==> src/hw/rtl/radix_text_to_integer_assert.svh <==
// Assertion macros shared by the radix text converter RTL.
`ifndef RADIX_TEXT_TO_INTEGER_ASSERT_SVH
`define RADIX_TEXT_TO_INTEGER_ASSERT_SVH

// Clocked assertion, disabled while reset is asserted.
`define RTTI_ASSERT(lbl, prop, msg) \
  lbl: assert property (@(posedge clk_i) disable iff (!rst_ni) (prop)) else $error(msg);

// When cond holds, sig holds its value into the next cycle.
`define RTTI_ASSERT_HOLD(lbl, cond, sig, msg) \
  lbl: assert property (@(posedge clk_i) disable iff (!rst_ni) \
    (cond) |=> $stable(sig)) else $error(msg);

`endif

==> src/hw/rtl/rtti_pkg.sv <==
// Types and constants of the radix text-to-integer converter.
package rtti_pkg;

  localparam int unsigned AlphaChars = 16;
  localparam int unsigned MaxRadix   = 16;
  localparam int unsigned DigitW     = $clog2(AlphaChars);
  localparam int unsigned RadixW     = 5;
  localparam int unsigned CharW      = 8;
  localparam int unsigned ValueW     = 32;
  localparam int unsigned CfgDataW   = 64;
  localparam int unsigned CfgIdxW    = 2;

  // Reset alphabet "0123456789", radix 10
  localparam logic [CfgDataW-1:0] AlphaLowRst  = 64'h3736_3534_3332_3130;
  localparam logic [CfgDataW-1:0] AlphaHighRst = 64'h0000_0000_0000_3938;
  localparam logic [RadixW-1:0]   RadixRst     = 5'd10;

  // Character codes
  localparam logic [CharW-1:0] ChPlus    = 8'h2B;
  localparam logic [CharW-1:0] ChMinus   = 8'h2D;
  localparam logic [CharW-1:0] ChTab     = 8'h09;
  localparam logic [CharW-1:0] ChCr      = 8'h0D;
  localparam logic [CharW-1:0] ChSpace   = 8'h20;
  localparam logic [CharW-1:0] ChPrintLo = 8'd33;
  localparam logic [CharW-1:0] ChPrintHi = 8'd126;

  // Configuration register indexes
  typedef enum logic [CfgIdxW-1:0] {
    CfgAlphaLow  = 2'd0,
    CfgAlphaHigh = 2'd1,
    CfgRadixLen  = 2'd2
  } cfg_reg_e;

  // Scan phase, one-hot
  typedef enum logic [3:0] {
    PhSpace = 4'b0001,
    PhSign  = 4'b0010,
    PhDigit = 4'b0100,
    PhDone  = 4'b1000
  } phase_e;

  // Digit lookup result
  typedef struct packed {
    logic              hit;
    logic [DigitW-1:0] idx;
  } digit_t;

endpackage

==> src/hw/rtl/radix_text_to_integer.sv <==
// Radix text-to-integer converter: top level with scan logic and stream ports.
//
// Converts a byte string, one character per item, into a signed 32-bit
// integer in a radix of 2 to 16 whose digit characters are set in the
// alphabet registers. Leading whitespace is skipped, a run of '+'/'-' sets
// the sign, digits accumulate until the first other byte, and the item with
// tlast produces one result item (value wraps modulo 2^32; an invalid
// alphabet gives value 0 and a cleared tuser flag). One item is accepted
// every cycle unless the input stalls; each item waits in the input
// register and is then folded into the accumulator by a single
// multiply-by-radix and add; the last item's result goes into the output
// register. Input stalls only while a finished result waits in the output
// register and another last item waits in the input register. Configuration
// may be written only while no string is in flight.
module radix_text_to_integer (
  input  logic                          clk_i,
  input  logic                          rst_ni,
  // configuration write port
  input  logic                          cfg_we_i,
  input  logic [rtti_pkg::CfgIdxW-1:0]  cfg_index_i,
  input  logic [rtti_pkg::CfgDataW-1:0] cfg_data_i,
  // input stream
  input  logic                          s_axis_tvalid_i,
  output logic                          s_axis_tready_o,
  input  logic [7:0]                    s_axis_tdata_i,   // [7:0] char_code
  input  logic                          s_axis_tlast_i,   // is_last
  // result stream
  output logic                          m_axis_tvalid_o,
  input  logic                          m_axis_tready_i,
  output logic [31:0]                   m_axis_tdata_o,   // [31:0] value
  output logic                          m_axis_tuser_o    // [0] alphabet_ok
);
  import rtti_pkg::*;
  `include "radix_text_to_integer_assert.svh"

  // Configuration registers
  logic [CfgDataW-1:0] alpha_low_q, alpha_high_q;
  logic [RadixW-1:0]   radix_len_q;

  always_ff @(posedge clk_i or negedge rst_ni) begin
    if (!rst_ni) begin
      alpha_low_q  <= AlphaLowRst;
      alpha_high_q <= AlphaHighRst;
      radix_len_q  <= RadixRst;
    end else if (cfg_we_i) begin
      unique case (cfg_reg_e'(cfg_index_i))
        CfgAlphaLow:  alpha_low_q  <= cfg_data_i;
        CfgAlphaHigh: alpha_high_q <= cfg_data_i;
        CfgRadixLen:  radix_len_q  <= cfg_data_i[RadixW-1:0];
        default: ;
      endcase
    end
  end

  // Input register and handshake
  logic             in_valid_q;
  logic [CharW-1:0] in_char_q;
  logic             in_last_q;
  logic             out_free, advance, load_out;

  assign out_free        = !m_axis_tvalid_o || m_axis_tready_i;
  assign advance         = in_valid_q && (!in_last_q || out_free);
  assign load_out        = advance && in_last_q;
  assign s_axis_tready_o = !in_valid_q || advance;

  always_ff @(posedge clk_i or negedge rst_ni) begin
    if (!rst_ni) begin
      in_valid_q <= 1'b0;
    end else if (s_axis_tready_o) begin
      in_valid_q <= s_axis_tvalid_i;
    end
  end

  always_ff @(posedge clk_i) begin
    if (s_axis_tready_o && s_axis_tvalid_i) begin
      in_char_q <= s_axis_tdata_i;
      in_last_q <= s_axis_tlast_i;
    end
  end

  // Alphabet lookup and validity
  digit_t            digit;
  logic [RadixW-1:0] radix;
  logic              alpha_ok;

  rtti_alphabet u_alphabet (
    .alpha_low_i  (alpha_low_q),
    .alpha_high_i (alpha_high_q),
    .radix_len_i  (radix_len_q),
    .char_i       (in_char_q),
    .digit_o      (digit),
    .radix_o      (radix),
    .ok_o         (alpha_ok)
  );

  // Scan state
  phase_e              phase_q, phase_d;
  logic                neg_q, neg_d;
  logic [ValueW-1:0]   acc_q, acc_d;
  logic [ValueW+RadixW-1:0] prod;
  logic                is_space, is_sign;
  logic [ValueW-1:0]   value_d;

  assign is_space = (in_char_q >= ChTab && in_char_q <= ChCr) || in_char_q == ChSpace;
  assign is_sign  = in_char_q == ChPlus || in_char_q == ChMinus;
  assign prod     = acc_q * radix;

  always_comb begin
    phase_d = phase_q;
    neg_d   = neg_q;
    acc_d   = acc_q;
    unique case (phase_q)
      PhSpace, PhSign, PhDigit: begin
        if (phase_q == PhSpace && is_space) begin
          phase_d = PhSpace;
        end else if (phase_q != PhDigit && is_sign) begin
          phase_d = PhSign;
          if (in_char_q == ChMinus) begin
            neg_d = !neg_q;
          end
        end else if (digit.hit) begin
          phase_d = PhDigit;
          acc_d   = prod[ValueW-1:0] + ValueW'(digit.idx);
        end else begin
          phase_d = PhDone;
        end
      end
      PhDone:  phase_d = PhDone;
      default: phase_d = PhSpace;
    endcase
  end

  // Signed result of the finished string
  always_comb begin
    if (!alpha_ok) begin
      value_d = '0;
    end else if (neg_d) begin
      value_d = '0 - acc_d;
    end else begin
      value_d = acc_d;
    end
  end

  always_ff @(posedge clk_i or negedge rst_ni) begin
    if (!rst_ni) begin
      phase_q <= PhSpace;
      neg_q   <= 1'b0;
      acc_q   <= '0;
    end else if (load_out) begin
      phase_q <= PhSpace;
      neg_q   <= 1'b0;
      acc_q   <= '0;
    end else if (advance) begin
      phase_q <= phase_d;
      neg_q   <= neg_d;
      acc_q   <= acc_d;
    end
  end

  // Output register
  logic              out_valid_q;
  logic [ValueW-1:0] out_value_q;
  logic              out_ok_q;

  always_ff @(posedge clk_i or negedge rst_ni) begin
    if (!rst_ni) begin
      out_valid_q <= 1'b0;
    end else if (load_out) begin
      out_valid_q <= 1'b1;
    end else if (m_axis_tready_i) begin
      out_valid_q <= 1'b0;
    end
  end

  always_ff @(posedge clk_i) begin
    if (load_out) begin
      out_value_q <= value_d;
      out_ok_q    <= alpha_ok;
    end
  end

  assign m_axis_tvalid_o = out_valid_q;
  assign m_axis_tdata_o  = out_value_q;
  assign m_axis_tuser_o  = out_ok_q;

  // Checks
  `RTTI_ASSERT(a_result_from_last, (out_valid_q && !$past(out_valid_q)) |-> $past(in_valid_q && in_last_q), "result without last item")
  `RTTI_ASSERT(a_clear_after_last, load_out |=> (phase_q == PhSpace && !neg_q && acc_q == '0), "scan state not cleared after last item")
  `RTTI_ASSERT(a_invalid_is_zero, (out_valid_q && !out_ok_q) |-> (out_value_q == '0), "invalid alphabet with nonzero value")
  `RTTI_ASSERT_HOLD(a_scan_hold, !advance, acc_q, "accumulator moved without an item")

endmodule

==> src/hw/rtl/rtti_alphabet.sv <==
// Alphabet lookup of one character and validity check of the alphabet.
module rtti_alphabet (
  input  logic [rtti_pkg::CfgDataW-1:0] alpha_low_i,
  input  logic [rtti_pkg::CfgDataW-1:0] alpha_high_i,
  input  logic [rtti_pkg::RadixW-1:0]   radix_len_i,
  input  logic [rtti_pkg::CharW-1:0]    char_i,
  output rtti_pkg::digit_t              digit_o,
  output logic [rtti_pkg::RadixW-1:0]   radix_o,
  output logic                          ok_o
);
  import rtti_pkg::*;

  logic [AlphaChars-1:0][CharW-1:0] chars;
  logic [AlphaChars-1:0]            in_use;
  logic [RadixW-1:0]                radix_use;

  assign chars = {alpha_high_i, alpha_low_i};

  // Radix clamped to the alphabet size
  always_comb begin
    if (radix_len_i > RadixW'(MaxRadix)) begin
      radix_use = RadixW'(MaxRadix);
    end else begin
      radix_use = radix_len_i;
    end
  end
  assign radix_o = radix_use;

  always_comb begin
    for (int k = 0; k < AlphaChars; k++) begin
      in_use[k] = RadixW'(k) < radix_use;
    end
  end

  // First matching character wins
  always_comb begin
    digit_o = '0;
    for (int k = AlphaChars - 1; k >= 0; k--) begin
      if (in_use[k] && chars[k] == char_i) begin
        digit_o.hit = 1'b1;
        digit_o.idx = DigitW'(k);
      end
    end
  end

  // Validity: length, printable non-sign characters, no repeats among the characters in use
  always_comb begin
    ok_o = (radix_len_i >= RadixW'(2)) && (radix_len_i <= RadixW'(MaxRadix));
    for (int i = 0; i < AlphaChars; i++) begin
      if (in_use[i]) begin
        if (chars[i] == ChPlus || chars[i] == ChMinus ||
            chars[i] < ChPrintLo || chars[i] > ChPrintHi) begin
          ok_o = 1'b0;
        end
        for (int j = i + 1; j < AlphaChars; j++) begin
          if (in_use[j] && chars[j] == chars[i]) begin
            ok_o = 1'b0;
          end
        end
      end
    end
  end

endmodule
==> config.mk <==
export PLATFORM = sky130hd
export DESIGN_NAME = radix_text_to_integer
export DESIGN_NICKNAME = d
export VERILOG_FILES = /design/src/hw/rtl/rtti_pkg.sv /design/src/hw/rtl/radix_text_to_integer.sv /design/src/hw/rtl/rtti_alphabet.sv
export VERILOG_INCLUDE_DIRS = /design/src /design/src/hw/rtl
export SDC_FILE = /design/constraint.sdc
export NUM_CORES = 2
export LEC_CHECK = 0
export BUFFER_PORTS_ARGS = -buffer_cell sky130_fd_sc_hd__buf_4
export CAP_MARGIN = 20
export CORE_ASPECT_RATIO = 2
export CORE_MARGIN = 5
export CORE_UTILIZATION = 31
export CTS_BUF_LIST = sky130_fd_sc_hd__clkbuf_4 sky130_fd_sc_hd__clkbuf_8
export DETAILED_ROUTE_END_ITERATION = 7
export GPL_TIMING_DRIVEN = 0
export MAX_ROUTING_LAYER = met4
export SYNTH_ARGS = -nofsm -noshare
export SYNTH_HDL_FRONTEND = slang
export SYNTH_SLANG_ARGS = --single-unit
==> constraint.sdc <==
create_clock -name clk_i -period 10.3 [get_ports clk_i]
set_clock_uncertainty 0.05 [all_clocks]
set_input_delay 1.545 -clock clk_i [delete_from_list [all_inputs] [get_ports clk_i]]
set_output_delay 1.545 -clock clk_i [all_outputs]
set_load 0.1 [all_outputs]
==> flow_summary.yaml <==
timing:
  period_minus_slack_ns: 9.764
  setup_viol: 0
  hold_slack_ns: 0.4804
  rsz0062_at_grt: "false"
  worst_slack_ns: 0.5364
  max_freq_mhz: 102.4
  min_period_over_period_pct: 94.79
  timing.slew.headroom_pct: 12.31
  tightest_slew_ns: 1.315
  hold_viol: 0
  drv_slew: 0
placement:
  place_inst: 4701
  gp_congestion: 1.110
  pre_cts_ws_ns: 0.9536
  portBuffers: 114
  place_hpwl_um: 125800
route:
  drc: 0
  detail_route.wirelength_um: 166600
  dr_total_vias: 28830
  ant_nets: 0
  vias_per_cell: 6.013
  drt_iter0_markers: 2800
  routedWlPerCell_um: 34.75
  first_pass_iters: 6
synth:
  ys.flop_type: "dfrtp_1"
  synth_fa_ha_area_share_pct: 8.675
  synth_top_family_by_area: "XOR/XNOR gates"
  synthTopCellsByArea: "xnor2_1, dfrtp_1, xor2_1, fa_1, mux2_2"
  syn_avg_cell_area_um2: 8.665
  synth_cells: 3339
  synth_most_common_cell: "xnor2_1"
  synthTopCellsByCount: "xnor2_1, xor2_1, nand4_1, nand2_1, buf_2"
  synthXorXnorAreaFrac_pct: 34.87
  synth_warnings: 0
  synth_edf_count: 42
  async_reset_ff_share_pct: 80.37
  synth-simple-area-share_pct: 16.47
  yosysSeqAreaShare_pct: 19.40
  synth_compound_area_share_pct: 8.294
  synth_top_area_share_pct: 24.00
  yosys.area.top_type: "xnor2_1"
  syn_nets: 3568
  yosysUniqueCellTypes: 87
  synthMuxAreaShare_pct: 5.851
  ys_ff_latch: 214
  syn_area_um2: 28930
hold_path:
  hold_start: "phase_q[0]"
  min_path_cells: 2
  worstHoldEndpoint: "phase_q[0]"
  hold_class: "reg -> reg"
die:
  die_h_um: 442.1
  dieArea_um2: 99920
  start_util_pct: 31.21
  fp.dieW_um: 226.0
  rows: 158
  core_area_um2: 92720
  io_pins: 115
power:
  max-vdd-ir-drop_mv: 0.1194
  comb_power_share_pct: 64.8
  p_int_uw: 2873
  cellPowerDensity_nw_per_um2: 178.0
  power_frac_seq_pct: 18.0
  power_leakage_uw: 0.01235
  switching_share_pct: 51.34
  clkPwrFrac_pct: 17.2
  p_switching_uw: 3031
setup_path:
  start_kind: "register"
  arrival_ns: 10.19
  r2r_slack_ns: 0.54
  cp_data_required_time_ns: 10.73
  endpoint_kind: "register"
  path_max_fanout: 10
  r2r_start: "in_char_q[0]"
  r2r-end: "m_axis_tdata_o[30]"
  reg2regPathDepth: 24
  critical_path_class: "reg -> reg"
clocking:
  cts_tree: "done"
  clockRootBuffer: "clkbuf_8"
  cts_hold_buffers: 0
  postCtsSetupRepairBufs: 0
  path_clk_slew_ns: 0.08
  htreeDepth: 2
  clock_path_buffers: 3
  clk_latency_ns: 0.72
  cts_sinks: 214
  numCtsBuffers: 38
  cts_resized: 0
cells_and_area:
  regArea_um2: 5613
  nFillCells: 9572
  multi_input_area_um2: 21490
  area_growth_pct: 14.64
  nets: 3784
  stdcell_count: 4794
  drive_gt1_share_pct: 16.71
grt:
  antenna_found_initial: 10
  grt_overflow_total: 0
  grt_usage_pct: 33.41
  grt_pass1_wl_um: 228800
  grt_max_degree: 99
  grt_pass1_vias: 29450
outcome:
  status: "finished, final reports clean"
flow_run:
  drv_cap: 0
==> logic make-up after synthesis <==
logic type	after synthesis
compound gates	356
xor+xnor	1152
fa+ha+maj	149
buf+inv	442
flops	214
mux	151
simple gates	875
==> sequential cells by signal, indices dropped and copies added, names as in the netlist <==
register / flops
in_valid_q: 1
alpha_low_q: 64
m_axis_tdata_o: 32
in_last_q: 1
m_axis_tuser_o: 1
alpha_high_q: 64
radix_len_q: 5
acc_q: 32
neg_q: 1
phase_q: 4
m_axis_tvalid_o: 1
in_char_q: 8
==> final cells by class <==
| cell class | count | share of cell area, % |
|---|---|---|
| timing repair buffer | 176 | 5.394 |
| tap | 1200 | 4.527 |
| sequential | 214 | 16.92 |
| buffer | 359 | 4.681 |
| antenna | 9 | 0.06790 |
| multi-input combinational | 2683 | 64.79 |
| clock buffer | 53 | 1.992 |
| clock inverter | 17 | 0.6903 |
| inverter | 83 | 0.9393 |
==> per-stage QoR <==
step	total power [uW]	TNS [ns]	instance area, um^2	utilization [%]
after floorplan	3383	0	28930	-
after global placement	4551	-1.006	31290	33.75
after detailed placement	4694	0	32050	34.56
after CTS	5714	0	32940	35.52
after global routing	6039	0	33160	35.76
final	5905	0	33170	35.78
==> how the worst max path moves through the flow <==
stage                   start                 end  slack [ns]  depth (start not counted)
2_1_floorplan  radix_len_q[4]  m_axis_tdata_o[28]        3.49                         24
6_report         in_char_q[0]  m_axis_tdata_o[30]        0.54                         24
5_1_grt          in_char_q[0]  m_axis_tdata_o[30]        0.37                         24
4_1_cts        radix_len_q[4]  m_axis_tdata_o[30]        0.96                         23
3_5_place_dp   radix_len_q[4]  m_axis_tdata_o[30]        0.95                         23
3_3_place_gp   radix_len_q[2]  m_axis_tdata_o[31]       -0.21                         23
==> per-layer routing <==
layer / up-vias / track usage [%] / wire length [um]
met1: 13970 / 30.36 / 50290
met5: - / - / 0
met3: 1051 / 8.607 / 13580
met2: 1974 / 53.74 / 78500
li1: 11830 / - / -
met4: 0 / 35.50 / 24230
==> critical path: stages, from the launching register on <==
cell,delay [ns]
edfxtp_1,0.32
buf_2,0.54
buf_2,0.69
xor2_1,0.14
nor4_1,0.62
nand4_1,0.82
nand4_1,0.58
nor3_1,0.13
fa_1,0.45
ha_1,0.29
inv_1,0.05
fa_1,0.52
inv_1,0.07
fa_1,0.48
a211oi_1,0.39
o21a_1,0.28
a21oi_1,0.27
or4_1,0.56
a222oi_1,0.58
and3_1,0.27
nor4bb_1,0.29
a41oi_1,0.21
o41ai_2,0.41
nor2_1,0.08
nor3b_1,0.33
==> power groups by stage <==
stage | clock [uW] | combinational (uW) | sequential [uW]
2_1_floorplan | 0 | 2290 | 1090
3_3_place_gp | 0 | 3480 | 1070
3_5_place_dp | 0 | 3620 | 1080
4_1_cts | 1020 | 3630 | 1060
5_1_grt | 1050 | 3910 | 1070
6_report | 1010 | 3830 | 1070
==> placed cells by master (no fill, tap or decap), types with 11 or more instances in the layout <==
cell        n
fa_1       86
clkbuf_8   43
a31oi_1    51
edfxtp_1   42
nor4_1    114
clkbuf_1  100
clkbuf_4   11
mux2_2    132
nor2b_1    12
xnor2_1   793
and2_1     72
nor3_1     96
mux2i_1    17
dfstp_2    38
o21a_1     24
a22o_1     11
o31ai_1    11
a21oi_1    58
buf_8      40
inv_1      83
nand2_1   168
nor2_1     94
xor2_1    359
buf_2     147
o21ai_0    65
buf_1     110
dfrtp_1   134
a211oi_1   14
ha_1       63
or4_1      12
a21o_1     12
buf_4     121
o21ai_1    13
nand4_1   196
or3_1      12
nand3_1    36
(Power assumes the default switching activity.)
